File: config.mk
export PLATFORM = sky130hd
export DESIGN_NAME = iis_sum
export DESIGN_NICKNAME = d
export VERILOG_FILES = /design/src/sv/iis_pkg.sv /design/src/sv/iis_sum.sv
export VERILOG_INCLUDE_DIRS = /design/src /design/src/sv
export SDC_FILE = /design/constraint.sdc
export NUM_CORES = 1
export LEC_CHECK = 0
export ABC_AREA = 1
export BUFFER_PORTS_ARGS = -buffer_cell sky130_fd_sc_hd__buf_2
export CAP_MARGIN = 10
export CORE_MARGIN = 1.5
export CORE_UTILIZATION = 55
export DETAILED_ROUTE_END_ITERATION = 10
export HOLD_SLACK_MARGIN = 0.15
export MAX_ROUTING_LAYER = met4
export PLACE_DENSITY = 0.82
export SETUP_SLACK_MARGIN = 0.15
export SYNTH_ARGS = -nofsm -noshare
export SYNTH_HDL_FRONTEND = slang
export SYNTH_SLANG_ARGS = --single-unit
File: constraint.sdc
create_clock -name clk -period 5.2 [get_ports clk]
set_clock_uncertainty 0.15 [all_clocks]
set_input_delay 0 -clock clk [delete_from_list [all_inputs] [get_ports clk]]
set_output_delay 0 -clock clk [all_outputs]
set_load 0.005 [all_outputs]
File: src/sv/assert_macros.svh
// Assertion macros shared by the integral image stream modules.
`ifndef ASSERT_MACROS_SVH
`define ASSERT_MACROS_SVH

// Implication or plain property checked on every rising clock edge outside reset.
`define IIS_ASSERT(label, prop, msg) \
    label: assert property (@(posedge clk) disable iff (!rst_n) prop) else $error(msg);

// Expression that must never be true outside reset.
`define IIS_NEVER(label, expr, msg) \
    label: assert property (@(posedge clk) disable iff (!rst_n) !(expr)) else $error(msg);

`endif

File: src/sv/iis_pkg.sv
// Package with shared constants and types of the integral image stream unit.
package iis_pkg;

    localparam int DEF_MAX_WIDTH  = 1024;
    localparam int DEF_MAX_HEIGHT = 1024;

    localparam int CFG_W     = 11;
    localparam int CFG_IDX_W = 2;
    localparam int PIXEL_W   = 8;
    localparam int SUM_W     = 28;
    localparam int OUT_DATA_W = 32;

    localparam logic [CFG_IDX_W-1:0] REG_IMAGE_WIDTH  = 2'd0;
    localparam logic [CFG_IDX_W-1:0] REG_IMAGE_HEIGHT = 2'd1;
    localparam logic [CFG_IDX_W-1:0] REG_FOVEA_ROWS   = 2'd2;

    localparam logic [CFG_W-1:0] RESET_IMAGE_WIDTH  = 11'd256;
    localparam logic [CFG_W-1:0] RESET_IMAGE_HEIGHT = 11'd256;
    localparam logic [CFG_W-1:0] RESET_FOVEA_ROWS   = 11'd0;

    typedef struct packed {
        logic first_col;
        logic top_row;
        logic fovea;
        logic frame_last;
    } pos_flags_t;

endpackage

File: src/sv/iis_sum.sv
// Summing stage: running row sum plus the value above, and the result register.
module iis_sum
    import iis_pkg::*;
#(
    parameter int MAX_WIDTH = DEF_MAX_WIDTH
)
(
    input  logic                          clk,
    input  logic                          rst_n,
    input  logic                          in_valid,
    output logic                          in_ready,
    output logic                          accept,
    input  logic [PIXEL_W-1:0]            pixel,
    input  logic [$clog2(MAX_WIDTH)-1:0]  col_in,
    input  pos_flags_t                    flags_in,
    input  logic [SUM_W-1:0]              buf_q,
    output logic                          wr_en,
    output logic [$clog2(MAX_WIDTH)-1:0]  wr_addr,
    output logic [SUM_W-1:0]              wr_data,
    output logic                          out_valid,
    input  logic                          out_ready,
    output logic [SUM_W-1:0]              area_sum,
    output logic                          frame_last
);

    localparam int CW    = $clog2(MAX_WIDTH);
    localparam int RUN_W = $clog2(MAX_WIDTH * 255 + 1);

    logic               s1_valid_reg;
    logic [CW-1:0]      s1_col_reg;
    pos_flags_t         s1_flags_reg;
    logic [PIXEL_W-1:0] s1_pixel_reg;
    logic               fwd_reg;
    logic [SUM_W-1:0]   last_wr_reg;
    logic [RUN_W-1:0]   run_reg;
    logic               out_valid_reg;
    logic [SUM_W-1:0]   out_sum_reg;
    logic               out_last_reg;

    logic               s1_fire;
    logic [SUM_W-1:0]   above;
    logic [RUN_W-1:0]   run_base;
    logic [RUN_W-1:0]   run_sum;
    logic [SUM_W-1:0]   result;

    assign s1_fire  = s1_valid_reg && (!out_valid_reg || out_ready);
    assign in_ready = !s1_valid_reg || s1_fire;
    assign accept   = in_valid && in_ready;

    // When the entry being read is written by the request just ahead, take the
    // written value instead of the stale buffer output.
    assign above    = s1_flags_reg.top_row ? '0 : (fwd_reg ? last_wr_reg : buf_q);
    assign run_base = s1_flags_reg.first_col ? '0 : run_reg;
    assign run_sum  = run_base + RUN_W'(s1_pixel_reg);
    assign result   = s1_flags_reg.fovea ? '0 : above + SUM_W'(run_sum);

    assign wr_en   = s1_fire;
    assign wr_addr = s1_col_reg;
    assign wr_data = result;

    always_ff @(posedge clk or negedge rst_n)
    begin
        if (!rst_n)
        begin
            s1_valid_reg  <= 1'b0;
            fwd_reg       <= 1'b0;
            run_reg       <= '0;
            out_valid_reg <= 1'b0;
        end
        else
        begin
            if (accept)
            begin
                s1_valid_reg <= 1'b1;
                fwd_reg      <= s1_fire && (s1_col_reg == col_in);
            end
            else if (s1_fire)
            begin
                s1_valid_reg <= 1'b0;
                fwd_reg      <= 1'b0;
            end

            if (s1_fire)
            begin
                run_reg       <= s1_flags_reg.fovea ? '0 : run_sum;
                out_valid_reg <= 1'b1;
            end
            else if (out_ready)
            begin
                out_valid_reg <= 1'b0;
            end
        end
    end

    always_ff @(posedge clk)
    begin
        if (accept)
        begin
            s1_col_reg   <= col_in;
            s1_flags_reg <= flags_in;
            s1_pixel_reg <= pixel;
        end
        if (s1_fire)
        begin
            last_wr_reg  <= result;
            out_sum_reg  <= result;
            out_last_reg <= s1_flags_reg.frame_last;
        end
    end

    assign out_valid  = out_valid_reg;
    assign area_sum   = out_sum_reg;
    assign frame_last = out_last_reg;

    `include "assert_macros.svh"

    `IIS_ASSERT(a_stall_cause, !in_ready |-> s1_valid_reg && out_valid_reg && !out_ready, "input stalled without a full pipeline")
    `IIS_ASSERT(a_fovea_zero, s1_fire && s1_flags_reg.fovea |=> out_sum_reg == '0, "fovea row gave a nonzero sum")
    `IIS_NEVER(a_fwd_orphan, fwd_reg && !s1_valid_reg, "forward flag set with an empty stage")

endmodule

-- Word level (Yosys, flattened, before mapping)
Index checks and enable logic that the tools add are counted.
- add/sub/neg operators: 2
- equality and inequality tests: 1
- muxes and demuxes: 10
- reductions and logical operators: 9
- operator list (kind ; count):
    28-bit 2-to-1 mux ; 3
    18-bit 2-to-1 mux ; 2
    28-bit by 18-bit adder with 28-bit output ; 1
    18-bit by 8-bit adder with 18-bit output ; 1
    10-bit == test ; 1
    1-bit 2-to-1 mux ; 5
    2-bit nonzero test ; 2
    1-bit logical AND ; 3
    1-bit logical NOT ; 2
    1-bit logical OR ; 2
- bits in registers: 72
- output and inout port bits: 71
- word-level logic and storage cells: 34

-- Depth between registers and ports, before layout
- depth in word-level cells: 6
- depth in mapped cells: 27
- mapped depth without buffers: 26

-- Worst setup path before layout
No wires, ideal clock.
- path type: flip-flop to flip-flop
- from: register s1_flags_reg[3] (netlist name)
- to: register out_sum_reg[26], in the netlist area_sum[26] (data pin)
- setup time: 0.277 ns
- arrival: 3.428 ns
- required time: 4.773 ns
- slack: 1.345 ns
- stages on the path, launching flop included: 26
- buffers on the path: 2
- clock period less this slack: 3.855 ns
- path through: edfxtp_1 > buf_6 > clkbuf_1 > nor2_1 > ha_1 > inv_1 > fa_1 > inv_1 > nand2_1 > a21oi_2 > nand2_1 > nand2_1 > nand2_2 > inv_1 > nand4_1 > xnor2_1 > inv_1 > ha_1 > nand2_1 > nor2_1 > inv_1 > o21ai_0 > nand2_1 > nand2_1 > xor2_1 > nor2_1
- cells in the longest elaborated chain, start to end: 4
- ends and longest elaborated chain (what ; line ; source):
    start, declared ; iis_sum.sv:31 ; pos_flags_t s1_flags_reg;
    start signal, assigned ; iis_sum.sv:100 ; s1_flags_reg <= flags_in;
    18-bit 2-to-1 mux ; iis_sum.sv:53 ; assign run_base = s1_flags_reg.first_col ? '0 : run_reg;
    18-bit by 8-bit adder with 18-bit output ; iis_sum.sv:54 ; assign run_sum = run_base + RUN_W'(s1_pixel_reg);
    28-bit by 18-bit adder with 28-bit output ; iis_sum.sv:55 ; assign result = s1_flags_reg.fovea ? '0 : above + SUM_W'(run_sum);
    28-bit 2-to-1 mux ; iis_sum.sv:55 ;
    named net wr_data[26] ; iis_sum.sv:19 ; output logic [SUM_W-1:0] wr_data,
    end signal, assigned ; iis_sum.sv:106 ; out_sum_reg <= result;
    end, declared ; iis_sum.sv:37 ; logic [SUM_W-1:0] out_sum_reg;
The timed path passes the listed nets, and every way through them passes these cells.
A chain may end at the register's enable or synchronous reset.

-- Worst setup path after layout
- from: register s1_flags_reg[3] (netlist name)
- to: output wr_data[27]
- cells in the longest elaborated chain, start to end: 4
- ends and longest elaborated chain (what ; line):
    18-bit 2-to-1 mux ; iis_sum.sv:53
    18-bit by 8-bit adder with 18-bit output ; iis_sum.sv:54
    28-bit by 18-bit adder with 28-bit output ; iis_sum.sv:55
    28-bit 2-to-1 mux ; iis_sum.sv:55
    end, declared ; iis_sum.sv:19
Every way passes these cells.

==> flow_results.org <==
** Run status
- The flow ran to the end, and the final reports show no timing, DRC or antenna violations.

** Setup path
- In this run the register-to-register setup slack is 0.99 ns.
- Worst path arrival time :: 4.37 ns
- STA classifies the critical path endpoint as an output pin.
- STA classifies the critical path startpoint as a flip-flop.
- Along the worst path, the maximum fanout reaches 10.
- The critical path in this run is classified as flip-flop to output pin.
- Data on the critical path is required at its endpoint by 5.05 ns.

** Final layout
- Fin nets :: 902
- Relative area change from synthesis to final layout :: 23.8%
- The layout has 767 filler cells.
- Number of flip-flops in the largest register :: 28
- The repair_antennas step left the layout with diodes totalling 0.
- Most common cell after layout, fill and taps aside :: sky130_fd_sc_hd__buf_2
- The library cells used most frequently in the layout, excluding fill and tap cells, are 124 x sky130_fd_sc_hd__buf_2, 121 x sky130_fd_sc_hd__nor2_1, 89 x sky130_fd_sc_hd__nand2_1.
- Share of layout cells above drive strength 1 :: 25.0%
- After routing the design area is 0.00651 sq mm.

** CTS
- Number of clock sinks seen by CTS :: 72
- TritonCTS built the clock tree.
- Gates resized during post-CTS repair numbered 0.
- Clock Tree Root :: sky130_fd_sc_hd__clkbuf_8
- Maximum number of buffers from clock root to sink :: 2
- The H-tree was split into 3 levels.
- Buffers inserted during clock tree synthesis total 9.
- Clock latency of the later-clocked register in the worst-skew pair :: 0.36 ns
- Clock-pin slew was measured on the worst setup and hold paths at 0.09 ns.

** Route
- Router iterations before antenna repair :: 4
- Summing over every cut layer, the via total after detailed routing is 5,152.
- Violation count after the first detailed-routing iteration :: 213
- Via-per-instance ratio :: 5.40
- After detailed routing, the average wire length per cell comes to 15.4 microns.
- In the routed design, unresolved DRC markers number 0.
- For this block, the routed nets add up to 14.7 mm of wire.
- Number of nets with antenna violations after routing :: 0

** Pwr
- Lkg Pwr :: 3.16 nW
- Overall power :: 0.00244 W
- Max VDD drop :: 0.370 mV
- Power density over the cells :: 374 mW/mm^2

** Flow run
- Max-cap violations in this run came to 0.

** Place
- HPWL after detailed placement :: 10.5 mm
- Cell area after placement :: 0.00598 sq mm
- Quantity of I/O buffers inserted on ports :: 124
- Final estimated routing congestion in global placement :: 0.952
- Worst slack at placement :: 0.744 ns

** Floorplanning
- I/O pin cnt :: 125
- DIE AREA :: 0.0102 sq mm
- The core region is 0.00924 sq mm.
- The die is 101 microns wide.
- Placement row count :: 35
- Starting density of the core :: 56.9%
- Chip height :: 101 microns

** Yosys
- Yosys mapped the design onto 47 distinct sky130hd cell types.
- Portion of the post-synthesis area used by sequential elements :: 39.1%
- The Yosys step of the flow raised 0 warnings.
- Syn_nets :: 746
- Counting flops and latches in the post-synthesis netlist gives 72.
- Combinational family with the most area after synthesis :: simple AND/OR/NAND/NOR gates
- Compound-gate portion of the synthesized area :: 10.7%
- In the synthesized netlist the dominant register cell turns out to be sky130_fd_sc_hd__edfxtp_1.
- Averaged over all synthesized cells, the footprint is 7.92 sq um.
- Measured against the total synthesized area, the mux share comes to 0%.
- In this run, synthesis inferred 51 flip-flops with an integrated enable.
- The synthesized netlist devotes 4.83% of its cell area to XOR and XNOR gates.
- In this run the cell area of the synthesized design comes to 0.00526 sq mm.
- After synthesis, the share of flip-flops with an asynchronous set or reset is 29.2%.
- Simple-gate area share of the yosys netlist :: 29.7%
- Synthesis handed over a netlist of 664 instances.
- After Yosys synthesis, full adders, half adders and majority gates account for 6.95% of the synthesized area.

** GRT
- Global routing used 30.8% of the available tracks.
- Remaining global-route overflow :: 0
- First-pass GRT wire length :: 23.4 mm
- Initial antenna violation count :: 0
- Entering global routing, the biggest net connects 62 pins.
- Number of global-route vias before repair :: 5,006

** Timing
- Post-route clock period utilization :: 86.9%
- Final count of negative-setup-slack endpoints :: 0
- Minimum hold slack :: 0.174 ns
- For this run, the top clock speed supported by timing is 221 MHz.
- Measured against its own limit, the worst slew margin works out to 31.8%.
- Crit path setup slack, layout :: 0.683 ns
- Final min period :: 4.52 ns
- For the final routed database, the setup TNS stands at 0 ns.
- The number of hold-slack violations in the final timing report came to 0.
- Setup repair after global routing left no endpoint under its margin.
- Max Transition Viols Final :: 0
- For the pin with the worst max-slew slack, the measured transition is 1.02 ns.

** Min path
- HP Class :: primary input to flip-flop
[worst max-delay path, stage by stage, from the launching register on]
cell and delay (ns):
sky130_fd_sc_hd__edfxtp_1 0.55, sky130_fd_sc_hd__nor2_1 0.17, sky130_fd_sc_hd__ha_1 0.18, sky130_fd_sc_hd__inv_1 0.06
sky130_fd_sc_hd__fa_1 0.35, sky130_fd_sc_hd__inv_1 0.08, sky130_fd_sc_hd__nand2_1 0.08, sky130_fd_sc_hd__a21oi_2 0.19
sky130_fd_sc_hd__nand2_1 0.07, sky130_fd_sc_hd__nand2_1 0.16, sky130_fd_sc_hd__nand3_1 0.15, sky130_fd_sc_hd__nor2_1 0.16
sky130_fd_sc_hd__xor2_1 0.25, sky130_fd_sc_hd__ha_1 0.35, sky130_fd_sc_hd__a21oi_1 0.22, sky130_fd_sc_hd__inv_1 0.08
sky130_fd_sc_hd__a21oi_1 0.19, sky130_fd_sc_hd__o21ai_0 0.12, sky130_fd_sc_hd__nand2_1 0.08, sky130_fd_sc_hd__nand2_1 0.08
sky130_fd_sc_hd__xor2_1 0.15, sky130_fd_sc_hd__nor2_1 0.14, sky130_fd_sc_hd__buf_2 0.15
[routing by layer]
layer  up-vias  GRT usage, %  wire (microns)  share of wire, %
li1       2510             -               -                 -
met1      2420          36.1            6010                41
met2       198          54.1            7410                50
met3        24          4.72             985               6.7
met4         0          10.2             290               2.0
met5         -             -               0                 0
[layout make-up]
cell class / instances / area, sq um / share of cell area (%)
Inverter: 97 / 367 / 5.63
Tap cell: 129 / 161 / 2.48
Sequential cell: 72 / 2060 / 31.6
Clock inverter: 6 / 61.3 / 0.942
Multi-Input combinational cell: 479 / 2760 / 42.3
Timing Repair Buffer: 161 / 981 / 15.1
Clock buffer: 10 / 128 / 1.96
[synth_stat cells (2+ instances only)]
cell type / n / area [sq um]
sky130_fd_sc_hd__dfrtp_1: 21 / 526
sky130_fd_sc_hd__buf_6: 3 / 33.8
sky130_fd_sc_hd__o22ai_1: 8 / 50.1
sky130_fd_sc_hd__buf_4: 2 / 15.0
sky130_fd_sc_hd__edfxtp_1: 51 / 1530
sky130_fd_sc_hd__xnor2_1: 16 / 140
sky130_fd_sc_hd__nand4_1: 11 / 68.8
sky130_fd_sc_hd__nand3_2: 9 / 90.1
sky130_fd_sc_hd__inv_2: 11 / 41.3
sky130_fd_sc_hd__o21ai_1: 2 / 10.0
sky130_fd_sc_hd__o21ai_0: 46 / 230
sky130_fd_sc_hd__nor3_1: 7 / 35.0
sky130_fd_sc_hd__nor4_1: 5 / 31.3
sky130_fd_sc_hd__nor3_2: 7 / 70.1
sky130_fd_sc_hd__nor2_1: 121 / 454
sky130_fd_sc_hd__ha_1: 26 / 325
sky130_fd_sc_hd__nand3b_1: 2 / 15.0
sky130_fd_sc_hd__o31ai_1: 2 / 15.0
sky130_fd_sc_hd__clkbuf_1: 9 / 33.8
sky130_fd_sc_hd__inv_1: 84 / 315
sky130_fd_sc_hd__a21oi_1: 39 / 195
sky130_fd_sc_hd__nand2_4: 2 / 22.5
sky130_fd_sc_hd__xor2_1: 13 / 114
sky130_fd_sc_hd__fa_1: 2 / 40.0
sky130_fd_sc_hd__or2_2: 2 / 12.5
sky130_fd_sc_hd__nor2_4: 4 / 45.0
sky130_fd_sc_hd__nor2_2: 8 / 50.1
sky130_fd_sc_hd__nand2_1: 89 / 334
sky130_fd_sc_hd__nand2_2: 12 / 75.1
sky130_fd_sc_hd__nand3_1: 32 / 160
sky130_fd_sc_hd__buf_2: 2 / 10.0
[cell families (layout without fill, tap and decap cells)]
family,count (synthesis),after routing
and+or+nand+nor,317,317
AOI/OAI and AO/OA,105,105
adders and majority gates,28,28
xor gates and xnor gates,29,29
DFF,72,72
buffers and inverters,113,274
[timing repair]
action | in CTS | in global routing
buffers inserted | 0 | 2
hold buffers | 33 | 0
hold endpoints to repair | 53 | 0
setup endpoints to repair | 0 | 7
[metrics by stage]
| stage | std cells | utilization [%] |
|---|---|---|
| 6_report | 954 | 70.5 |
| 5_1_grt | 954 | 70.5 |
| 4_1_cts | 952 | 70.3 |
| 3_5_place_dp | 903 | 64.7 |
| 3_3_place_gp | 903 | 64.7 |
| 2_1_floorplan | 664 | - |
[power by group]
group | leakage (nW) | internal (W) | total [W] | switching [W]
clock | 0.0960 | 0.000220 | 0.000453 | 0.000233
sequential | 0.777 | 0.000827 | 0.000923 | 0.0000955
combinational | 2.28 | 0.000386 | 0.00106 | 0.000675
[final timing paths]
kind / depth (start not counted) / start / end
worst max-delay path: 22 / s1_flags_reg[3] / wr_data[27]
worst min-delay path: 6 / buf_q[20] / area_sum[20]
min in group asynchronous: 3 / rst_n / run_reg[16]
worst min register to register: 0 / s1_flags_reg[0] / frame_last
max in group asynchronous: 3 / rst_n / run_reg[1]
worst max register to register: 23 / s1_flags_reg[3] / area_sum[26]
Power figures use the tool's default switching activity.
