File: src/sv/assert_macros.svh
// Assertion macros shared by the integral image stream modules.
`ifndef ASSERT_MACROS_SVH
`define ASSERT_MACROS_SVH

// Implication or plain property checked on every rising clock edge outside reset.
`define IIS_ASSERT(label, prop, msg) \
    label: assert property (@(posedge clk) disable iff (!rst_n) prop) else $error(msg);

// Expression that must never be true outside reset.
`define IIS_NEVER(label, expr, msg) \
    label: assert property (@(posedge clk) disable iff (!rst_n) !(expr)) else $error(msg);

`endif

File: src/sv/iis_pkg.sv
// Package with shared constants and types of the integral image stream unit.
package iis_pkg;

    localparam int DEF_MAX_WIDTH  = 1024;
    localparam int DEF_MAX_HEIGHT = 1024;

    localparam int CFG_W     = 11;
    localparam int CFG_IDX_W = 2;
    localparam int PIXEL_W   = 8;
    localparam int SUM_W     = 28;
    localparam int OUT_DATA_W = 32;

    localparam logic [CFG_IDX_W-1:0] REG_IMAGE_WIDTH  = 2'd0;
    localparam logic [CFG_IDX_W-1:0] REG_IMAGE_HEIGHT = 2'd1;
    localparam logic [CFG_IDX_W-1:0] REG_FOVEA_ROWS   = 2'd2;

    localparam logic [CFG_W-1:0] RESET_IMAGE_WIDTH  = 11'd256;
    localparam logic [CFG_W-1:0] RESET_IMAGE_HEIGHT = 11'd256;
    localparam logic [CFG_W-1:0] RESET_FOVEA_ROWS   = 11'd0;

    typedef struct packed {
        logic first_col;
        logic top_row;
        logic fovea;
        logic frame_last;
    } pos_flags_t;

endpackage

File: src/sv/iis_pos.sv
// Column and row counters that place each accepted pixel in the frame.
module iis_pos
    import iis_pkg::*;
#(
    parameter int MAX_WIDTH  = DEF_MAX_WIDTH,
    parameter int MAX_HEIGHT = DEF_MAX_HEIGHT
)
(
    input  logic                          clk,
    input  logic                          rst_n,
    input  logic                          accept,
    input  logic [CFG_W-1:0]              image_width,
    input  logic [CFG_W-1:0]              image_height,
    input  logic [CFG_W-1:0]              fovea_rows,
    output logic [$clog2(MAX_WIDTH)-1:0]  col,
    output pos_flags_t                    flags
);

    localparam int CW = $clog2(MAX_WIDTH);
    localparam int RW = $clog2(MAX_HEIGHT);
    localparam int EW = (CW + 1 > CFG_W) ? CW + 1 : CFG_W;
    localparam int EH = (RW + 1 > CFG_W) ? RW + 1 : CFG_W;

    logic [CW-1:0] col_reg;
    logic [CW-1:0] col_next;
    logic [RW-1:0] row_reg;
    logic [RW-1:0] row_next;
    logic [EW-1:0] col_inc;
    logic [EH-1:0] row_inc;
    logic          row_end;
    logic          frame_end;

    // A width or height of zero acts as one, and both are capped by MAX_WIDTH and MAX_HEIGHT.
    assign col_inc   = EW'(col_reg) + EW'(1);
    assign row_inc   = EH'(row_reg) + EH'(1);
    assign row_end   = (col_inc >= EW'(image_width)) || (col_reg == CW'(MAX_WIDTH - 1));
    assign frame_end = row_end &&
                       ((row_inc >= EH'(image_height)) || (row_reg == RW'(MAX_HEIGHT - 1)));

    always_comb
    begin
        col_next = col_reg;
        row_next = row_reg;
        if (accept)
        begin
            if (row_end)
            begin
                col_next = '0;
                row_next = frame_end ? '0 : row_reg + RW'(1);
            end
            else
            begin
                col_next = col_reg + CW'(1);
            end
        end
    end

    always_ff @(posedge clk or negedge rst_n)
    begin
        if (!rst_n)
        begin
            col_reg <= '0;
            row_reg <= '0;
        end
        else
        begin
            col_reg <= col_next;
            row_reg <= row_next;
        end
    end

    assign col              = col_reg;
    assign flags.first_col  = (col_reg == '0);
    assign flags.top_row    = (row_reg == '0);
    assign flags.fovea      = (EH'(row_reg) < EH'(fovea_rows));
    assign flags.frame_last = frame_end;

    `include "assert_macros.svh"

    `IIS_ASSERT(a_frame_wraps, accept && frame_end |=> col_reg == '0 && row_reg == '0, "counters did not restart after the last pixel of a frame")

endmodule

File: config.mk
export PLATFORM = sky130hd
export DESIGN_NAME = iis_pos
export DESIGN_NICKNAME = d
export VERILOG_FILES = /design/src/sv/iis_pkg.sv /design/src/sv/iis_pos.sv
export VERILOG_INCLUDE_DIRS = /design/src /design/src/sv
export SDC_FILE = /design/constraint.sdc
export NUM_CORES = 1
export LEC_CHECK = 0
export ABC_AREA = 1
export ABC_CLOCK_PERIOD_IN_PS = 4100
export BUFFER_PORTS_ARGS = -buffer_cell sky130_fd_sc_hd__buf_2
export CAP_MARGIN = 20
export CORE_ASPECT_RATIO = 1.5
export CORE_MARGIN = 8
export CORE_UTILIZATION = 59
export DETAILED_ROUTE_END_ITERATION = 16
export PLACE_DENSITY = 0.85
export SKIP_CTS_REPAIR_TIMING = 1
export SYNTH_ARGS = -nofsm -noshare
export SYNTH_HDL_FRONTEND = slang
export SYNTH_SLANG_ARGS = --single-unit
File: constraint.sdc
create_clock -name clk -period 4.1 [get_ports clk]
set_clock_uncertainty 0.1 [all_clocks]
set_input_delay 0.82 -clock clk [delete_from_list [all_inputs] [get_ports clk]]
set_output_delay 0.82 -clock clk [all_outputs]
set_load 0.01 [all_outputs]
* After elaboration in Yosys (flattened, before gate mapping)
Index checks and enable logic that the tools add are counted.
Word-level totals: register bits 20, bits of input ports 36, logic and storage cells 19
Operators by class: reductions and logical operators 6, multiplexer cells 2, eq/ne operators 2, $add $sub $neg 4, magnitude comparators 3
Operator list (number):
- adder 10 x 1 -> 11 bit, second input constant | 2
- >= comparator 11 bit | 2
- adder 10 x 1 -> 10 bit, second input constant | 2
- equality test 10 bit, second input constant | 2
- logical NOT 10 bit | 2
- two-way mux 10 bit | 2
- less-than comparator 10 x 11 -> 1 bit | 1
- logical OR 1 bit | 2
- AND reduction 2 bit | 1
- logical AND 1 bit | 1

* Longest topological paths before layout
Gate-level depths: netlist (run 1).
word-level depth 5, gate-level depth with buffers 18

* Worst setup path after synthesis (run 1)
No wires, ideal clock.
path type register to output, start register col_reg[0] (netlist: col[0]), end output flags[0] (netlist bit), arrival time 2211 ps, cell stages (with the launch flop) 16, required time 3180 ps, path buffers 1, path slack 969 ps, cells stage by stage dfrtp_1 -> ha_1 -> nand2_1 -> nor2_4 -> nand3_1 -> xor2_1 -> inv_1 -> ha_1 -> a21o_1 -> nor2_1 -> nand2_1 -> nand2_1 -> nand2_4 -> o21ai_1 -> inv_1 -> buf_4
Between the ends: word-level cells in the longest chain between the ends 4, elaborated cells between the ends (all ways) 5, classes of those cells add/sub (1); order compare (1); eq/ne (1); reduce/logical (2)
Ends and longest elaborated chain:
- from (decl) | line iis_pos.sv:24 | logic [CW-1:0] col_reg;
- from (signal assigned) | line iis_pos.sv:67 | col_reg <= col_next;
- adder 10 x 1 -> 11 bit | line iis_pos.sv:34 | assign col_inc = EW'(col_reg) + EW'(1);
- >= comparator 11 bit | line iis_pos.sv:36 | assign row_end = (col_inc >= EW'(image_width)) || (col_reg == CW'(MAX_WIDTH - 1));
- logical OR 1 bit * | line iis_pos.sv:36
- logical AND 1 bit * | line iis_pos.sv:37 | assign frame_end = row_end &&
- to (decl) | line iis_pos.sv:16 | output pos_flags_t flags
Mark *: on every way between the ends. The rest lies on a longest branch, timed or not.

==> qor.tcl, run 1 <==
set qor(detailedPlacementHpwl_um) 4620
set qor(route.detailed.drc) 0
set qor(fin_tns_setup_ns) 0
set qor(cp_slowest_cell) {sky130_fd_sc_hd__dfrtp_1}
set qor(grt_first_pass_wirelength_um) 9090
set qor(reg2reg_slack_ns) 1.32
set qor(numCtsBuffers) 3
set qor(antenna_found_initial) 0
set qor(grt_usage) 0.183
set qor(routed_wl_um) 5380
set qor(p_leak_uw) 0.00165
set qor(timing.critical_path.to_type) {output pin}
set qor(pin_count) 50
set qor(placed_cells_incl_taps) 419
set qor(launching_element_type_of_the_critical_path) {register}
set qor(hold_class) {in2async}
set qor(synth_top_family_by_area) {simple AND/OR/NAND/NOR gates}
set qor(diodes) 0
set qor(worstPathMaxFanout) 5
set qor(seq_area_frac_synth) 0.223
set qor(syn-cell-area_um2) 2240
set qor(cap_violations) 0
set qor(grt_setup_unrepaired) {no}
set qor(replace_congestion) 0.905
set qor(outcome) {finished, final reports clean}
set qor(n_fill_cell) 327
set qor(via_per_inst) 5.09
set qor(cts_tree) {yes}
set qor(layout_setup_ws_ns) 0.507
set qor(final.min_clock_period_ns) 3.59
set qor(grt_overflow) 0
set qor(placementRows) 27
set qor(setup_viol_count_final) 0
set qor(ys_warn_count) 0
set qor(post_synth.cell_area_avg_um2) 6.82
set qor(maxClockFrequency_mhz) 278
set qor(fp.coreArea_um2) 3650
set qor(grt_max_degree) 21
set qor(critical_path_arrival_ns) 2.67
set qor(cell_chosen_for_the_clock_root) {sky130_fd_sc_hd__clkbuf_8}
set qor(critical_setup_path_class) {reg2out}
set qor(crit_chain) {nand3_1, inv_2, nand3_1, nor2_1, xor2_1, inv_1, ha_1, nand2_1, inv_2, a21oi_1, nand3_2, nor2_4, nand2_4, o21ai_1, inv_1, buf_2}
set qor(critical_path_buf_inv_count) 5
set qor(synthesis.nets) 400
set qor(clk_path_buf_depth) 2
set qor(yosys.cell_types.count) 28
set qor(r2r_cells) 16
set qor(drive_above_1_share) 0.192
set qor(grt_pass1_vias) 2211
set qor(required_ns) 3.18
set qor(dr.first_iter.drc_count) 80
set qor(slew_violations) 0
set qor(areaGrowthSynthToFinish_pct) 16.0
set qor(hold_viol) 0
set qor(numClockSinks) 20
set qor(clkTransAtPathRegs_ns) 0.08
set qor(drtAntennaViolNets) 0
set qor(initial_core_utilization) 0.615
set qor(peakVddDrop_v) 0.000322
set qor(die_wd_um) 66.3
set qor(synth_fa_ha_area_frac) 0.195
set qor(synth_compound_gate_area_share) 0.0703
set qor(detailedPlace.worstSlack_ns) 0.777
set qor(insertion_delay_ns) 0.26
set qor(powerDensity_nw_per_um2) 418
set qor(post_synth_xor_area_fraction) 0.0547
set qor(max-slew-margin-rel) 0.703
set qor(drt_pass1_iterations) 4
set qor(io_buffer_count) 49
set qor(dr_total_vias) 2151
set qor(chipHeight_um) 91.5
set qor(ys_ff_latch) 20
set qor(die-area_um2) 6070
set qor(timing.critical_path.max_delay_family) {simple AND/OR/NAND/NOR gates}
set qor(cts-htree-levels) 1
set qor(drt-wirelength-per-cell_um) 12.7
set qor(timing.hold.ws_ns) 0.392
set qor(cpPeakStageDelay_ns) 0.43
set qor(stdcell_count) 423
set qor(synthesis.instances) 329
set qor(post_synth_mux_area_share) 0
set qor(timing.final.crit_share) 0.876
set qor(r2r-end) {row_reg[4]}
set qor(fin_nets) 452
set qor(synth-simple-area-share) 0.319
set qor(tightestPinTransition_ns) 0.445
set qor(worstReg2RegStart) {col[0]}
[layout make-up]
cell class,count,area (um^2),share of cell area
well taps,43,53.8,0.0207
inverters,79,297,0.114
repair buffers,49,245,0.0943
multi-input cells,228,1430,0.551
flip-flops and latches,20,500,0.192
clock buffers,3,41.3,0.0159
clock inverters,1,30.0,0.0115
[per-layer routing]
metal | track usage | up-vias | routed length [um]
met2 | 0.375 | 42 | 3100
met3 | 0.0246 | 11 | 224
met1 | 0.168 | 969 | 1920
met4 | 0.0644 | 0 | 135
li1 | - | 1129 | -
met5 | 0 | - | 0
[worst max path at each step]
stage	from	endpoint	slack (ns)	cells after the start
2_1_floorplan	col[0]	flags[0]	0.97	15
3_3_place_gp	col[0]	flags[0]	0.85	16
3_5_place_dp	col[2]	flags[0]	0.78	16
4_1_cts	col[2]	flags[0]	0.48	16
5_1_grt	col[0]	flags[0]	0.24	16
6_report	col[2]	flags[0]	0.51	16
[worst reg2reg max path, delay by kind of cell, from the launching register on]
kind	cells	cell delay (ns)
flops	1	0.42
simple gates	9	0.92
compound gates	2	0.49
xor+xnor	1	0.14
fa+ha+maj	2	0.49
buf+inv	2	0.11
[cells in the final DEF, fill, tap and decap left out, drive strengths merged, types with 3 or more instances in the layout]
master	n
xor2	14
dfrtp	20
nand2	89
nand4	12
inv	77
buf	49
nand3	20
ha	35
o21ai	11
clkbuf	3
nor2	28
a21oi	9
[through the flow]
| stage | total power, uW | cell area, um^2 | util |
|---|---|---|---|
| 2_1_floorplan | 720 | 2240 | - |
| 3_3_place_gp | 875 | 2530 | 0.693 |
| 3_5_place_dp | 890 | 2530 | 0.693 |
| 4_1_cts | 1090 | 2600 | 0.713 |
| 5_1_grt | 1200 | 2600 | 0.713 |
| 6_report | 1090 | 2600 | 0.713 |
[report_power, final]
group	switching [uW]	internal, uW	total, uW
Combinational	343	227	571
Sequential	70.4	246	317
Clock	68.2	130	199
Total	482	604	1090
[cell usage after synthesis]
master	number	area (um^2)
sky130_fd_sc_hd__inv_2	7	26.3
sky130_fd_sc_hd__nor2_1	21	78.8
sky130_fd_sc_hd__clkbuf_1	1	3.75
sky130_fd_sc_hd__o21ai_1	11	55.1
sky130_fd_sc_hd__nand4_1	12	75.1
sky130_fd_sc_hd__nand2_1	86	323
sky130_fd_sc_hd__a21o_1	2	15.0
sky130_fd_sc_hd__nand2_4	3	33.8
sky130_fd_sc_hd__nor2_4	3	33.8
sky130_fd_sc_hd__clkinv_1	2	7.51
sky130_fd_sc_hd__ha_1	35	438
sky130_fd_sc_hd__nor3_2	1	10.0
sky130_fd_sc_hd__a21oi_1	8	40.0
sky130_fd_sc_hd__nor2_2	3	18.8
sky130_fd_sc_hd__nand3_1	19	95.1
sky130_fd_sc_hd__a211oi_1	1	7.51
sky130_fd_sc_hd__nor2_8	1	20.0
sky130_fd_sc_hd__o221ai_1	1	8.76
sky130_fd_sc_hd__o31ai_1	1	7.51
sky130_fd_sc_hd__a21oi_4	1	16.3
sky130_fd_sc_hd__o21a_1	1	7.51
sky130_fd_sc_hd__xor2_1	14	123
sky130_fd_sc_hd__buf_4	1	7.51
sky130_fd_sc_hd__dfrtp_1	20	500
sky130_fd_sc_hd__nand3_2	1	10.0
sky130_fd_sc_hd__nor3_1	1	5.00
sky130_fd_sc_hd__nor4_1	2	12.5
sky130_fd_sc_hd__inv_1	70	263
[logic make-up after synthesis]
family	count (synthesis)
compound gates	26
buf+inv	81
xor+xnor	14
fa+ha+maj	35
simple gates	153
flops	20
No activity file was read; power rests on OpenSTA's default activity.
==> run 2, diff against run 1 <==
--- a/config.mk
+++ b/config.mk
@@ -7,15 +7,16 @@
 export NUM_CORES = 1
 export LEC_CHECK = 0
 export ABC_AREA = 1
-export ABC_CLOCK_PERIOD_IN_PS = 4100
+export ABC_CLOCK_PERIOD_IN_PS = 4160
 export BUFFER_PORTS_ARGS = -buffer_cell sky130_fd_sc_hd__buf_2
 export CAP_MARGIN = 20
 export CORE_ASPECT_RATIO = 1.5
-export CORE_MARGIN = 8
+export CORE_MARGIN = 1
 export CORE_UTILIZATION = 59
 export DETAILED_ROUTE_END_ITERATION = 16
 export PLACE_DENSITY = 0.85
 export SKIP_CTS_REPAIR_TIMING = 1
+export SLEW_MARGIN = 25
 export SYNTH_ARGS = -nofsm -noshare
 export SYNTH_HDL_FRONTEND = slang
 export SYNTH_SLANG_ARGS = --single-unit
==> constraint.sdc (replaced) <==
create_clock -name clk -period 4.16 [get_ports clk]
set_clock_uncertainty 0.1 [all_clocks]
set_input_delay 0.832 -clock clk [delete_from_list [all_inputs] [get_ports clk]]
set_output_delay 0.832 -clock clk [all_outputs]
set_load 0.01 [all_outputs]
==> qor.tcl, run 2 (synthesis results as in run 1) <==
set qor(placed_cells_incl_taps) 419
set qor(crit_chain) {ha_1, nand2_1, nor2_4, nand3_1, xor2_1, inv_1, ha_1, nand2_1, a21oi_1, nor2_1, nand2_1, nand2_1, nand2_4, o21ai_1, inv_1, buf_2}
set qor(slew_violations) 0
set qor(peakVddDrop_v) 0.000385
set qor(worstPathMaxFanout) 5
set qor(r2r_cells) 16
set qor(total_power_uw) 1070
set qor(placementRows) 27
set qor(fin_area_um2) 2600
set qor(io_buffer_count) 49
set qor(clkTransAtPathRegs_ns) 0.08
set qor(routed_wl_um) 4970
set qor(route.detailed.drc) 0
set qor(chipHeight_um) 77.5
set qor(placed_area_um2) 2530
set qor(p_leak_uw) 0.00165
set qor(timing.hold.ws_ns) 0.397
set qor(powerDensity_nw_per_um2) 412
set qor(grt_usage) 0.276
set qor(final.min_clock_period_ns) 3.63
set qor(diodes) 0
set qor(grt_first_pass_wirelength_um) 8500
set qor(drt-wirelength-per-cell_um) 11.7
set qor(cpMostUsedCell) {sky130_fd_sc_hd__nand2_1}
set qor(clk_path_buf_depth) 2
set qor(most_used_cells_in_the_layout_excluding_fill_and_tap_cells) {sky130_fd_sc_hd__nand2_1 (86), sky130_fd_sc_hd__inv_1 (70), sky130_fd_sc_hd__buf_2 (49)}
set qor(cts-htree-levels) 1
set qor(critical_path_arrival_ns) 2.70
set qor(hold_class) {in2async}
set qor(max-slew-margin-rel) 0.704
set qor(grt_max_degree) 21
set qor(layout_commonest_cell) {sky130_fd_sc_hd__nand2_1}
set qor(critical_setup_path_class) {reg2out}
set qor(maxClockFrequency_mhz) 275
set qor(cell_chosen_for_the_clock_root) {sky130_fd_sc_hd__clkbuf_8}
set qor(numClockSinks) 20
set qor(dr.first_iter.drc_count) 42
set qor(outcome) {finished, final reports clean}
set qor(insertion_delay_ns) 0.27
set qor(die-area_um2) 4060
set qor(fp.coreArea_um2) 3650
set qor(drt_pass1_iterations) 4
set qor(r2r-end) {row_reg[4]}
set qor(cp_slowest_cell) {sky130_fd_sc_hd__dfrtp_1}
set qor(detailedPlacementHpwl_um) 4210
set qor(numCtsBuffers) 3
set qor(die_wd_um) 52.3
set qor(worstReg2RegStart) {col[0]}
set qor(cts_tree) {yes}
set qor(cpPeakStageDelay_ns) 0.44
set qor(areaGrowthSynthToFinish_pct) 16.0
set qor(fin_tns_setup_ns) 0
set qor(fin_nets) 452
set qor(setup_viol_count_final) 0
set qor(grt_pass1_vias) 2159
set qor(hold_viol) 0
set qor(dr_total_vias) 2181
set qor(initial_core_utilization) 0.615
set qor(grt_setup_unrepaired) {no}
set qor(timing.critical_path.to_type) {output pin}
set qor(launching_element_type_of_the_critical_path) {register}
set qor(grt_overflow) 0
set qor(drive_above_1_share) 0.192
set qor(stdcell_count) 423
set qor(pin_count) 50
set qor(tightestPinTransition_ns) 0.445
set qor(antenna_found_initial) 0
set qor(reg2reg_slack_ns) 1.33
set qor(timing.final.crit_share) 0.873
set qor(drtAntennaViolNets) 0
set qor(via_per_inst) 5.16
set qor(required_ns) 3.23
set qor(cap_violations) 0
set qor(replace_congestion) 0.888
run 2: stage by stage:
stage	util	setup WS (ns)
final	0.713	0.530
after global routing	0.713	0.303
after CTS	0.713	0.508
after detailed placement	0.693	0.809
after global placement	0.693	0.902
after floorplan	-	1.02
run 2: critical path: cells and delay by family (launching register included):
family / cells / cell delay, ns
buffers and inverters: 3 / 0.23
AND/OR/NAND/NOR: 8 / 0.86
XOR/XNOR: 1 / 0.15
adder cells (fa/ha/maj): 2 / 0.51
AO/OA/AOI/OAI: 2 / 0.24
flip-flops: 1 / 0.44
run 2: power breakdown:
group | switching [uW] | internal, uW | total [uW] | leakage (uW)
Sequential | 70.3 | 243 | 313 | 0.000258
Clock | 68.2 | 129 | 197 | 0.0000357
Combinational | 338 | 224 | 562 | 0.00135
run 2: worst max-delay path by stage:
stage | startpoint | endpoint | slack (ns) | cells past startpoint
floorplan | col[0] | flags[0] | 1.02 | 15
global placement | col[0] | flags[0] | 0.90 | 16
detailed placement | col[0] | flags[0] | 0.81 | 16
CTS | col[0] | flags[0] | 0.51 | 16
global route | col[0] | flags[0] | 0.30 | 16
finish | col[0] | flags[0] | 0.53 | 16
run 2: per-layer routing:
metal	global-route usage	vias up	routed length [um]
met5	0	-	0
met4	0.137	0	209
met3	0.0118	21	137
met2	0.562	57	2850
met1	0.250	976	1770
li1	-	1127	-
run 2: layout make-up:
type | instances | area [um^2]
clock buffer | 3 | 41.3
clock inverter | 1 | 30.0
fill | 323 | 1050
inverter | 79 | 297
multi-input combinational | 228 | 1430
sequential | 20 | 500
tap | 43 | 53.8
timing repair buffer | 49 | 245
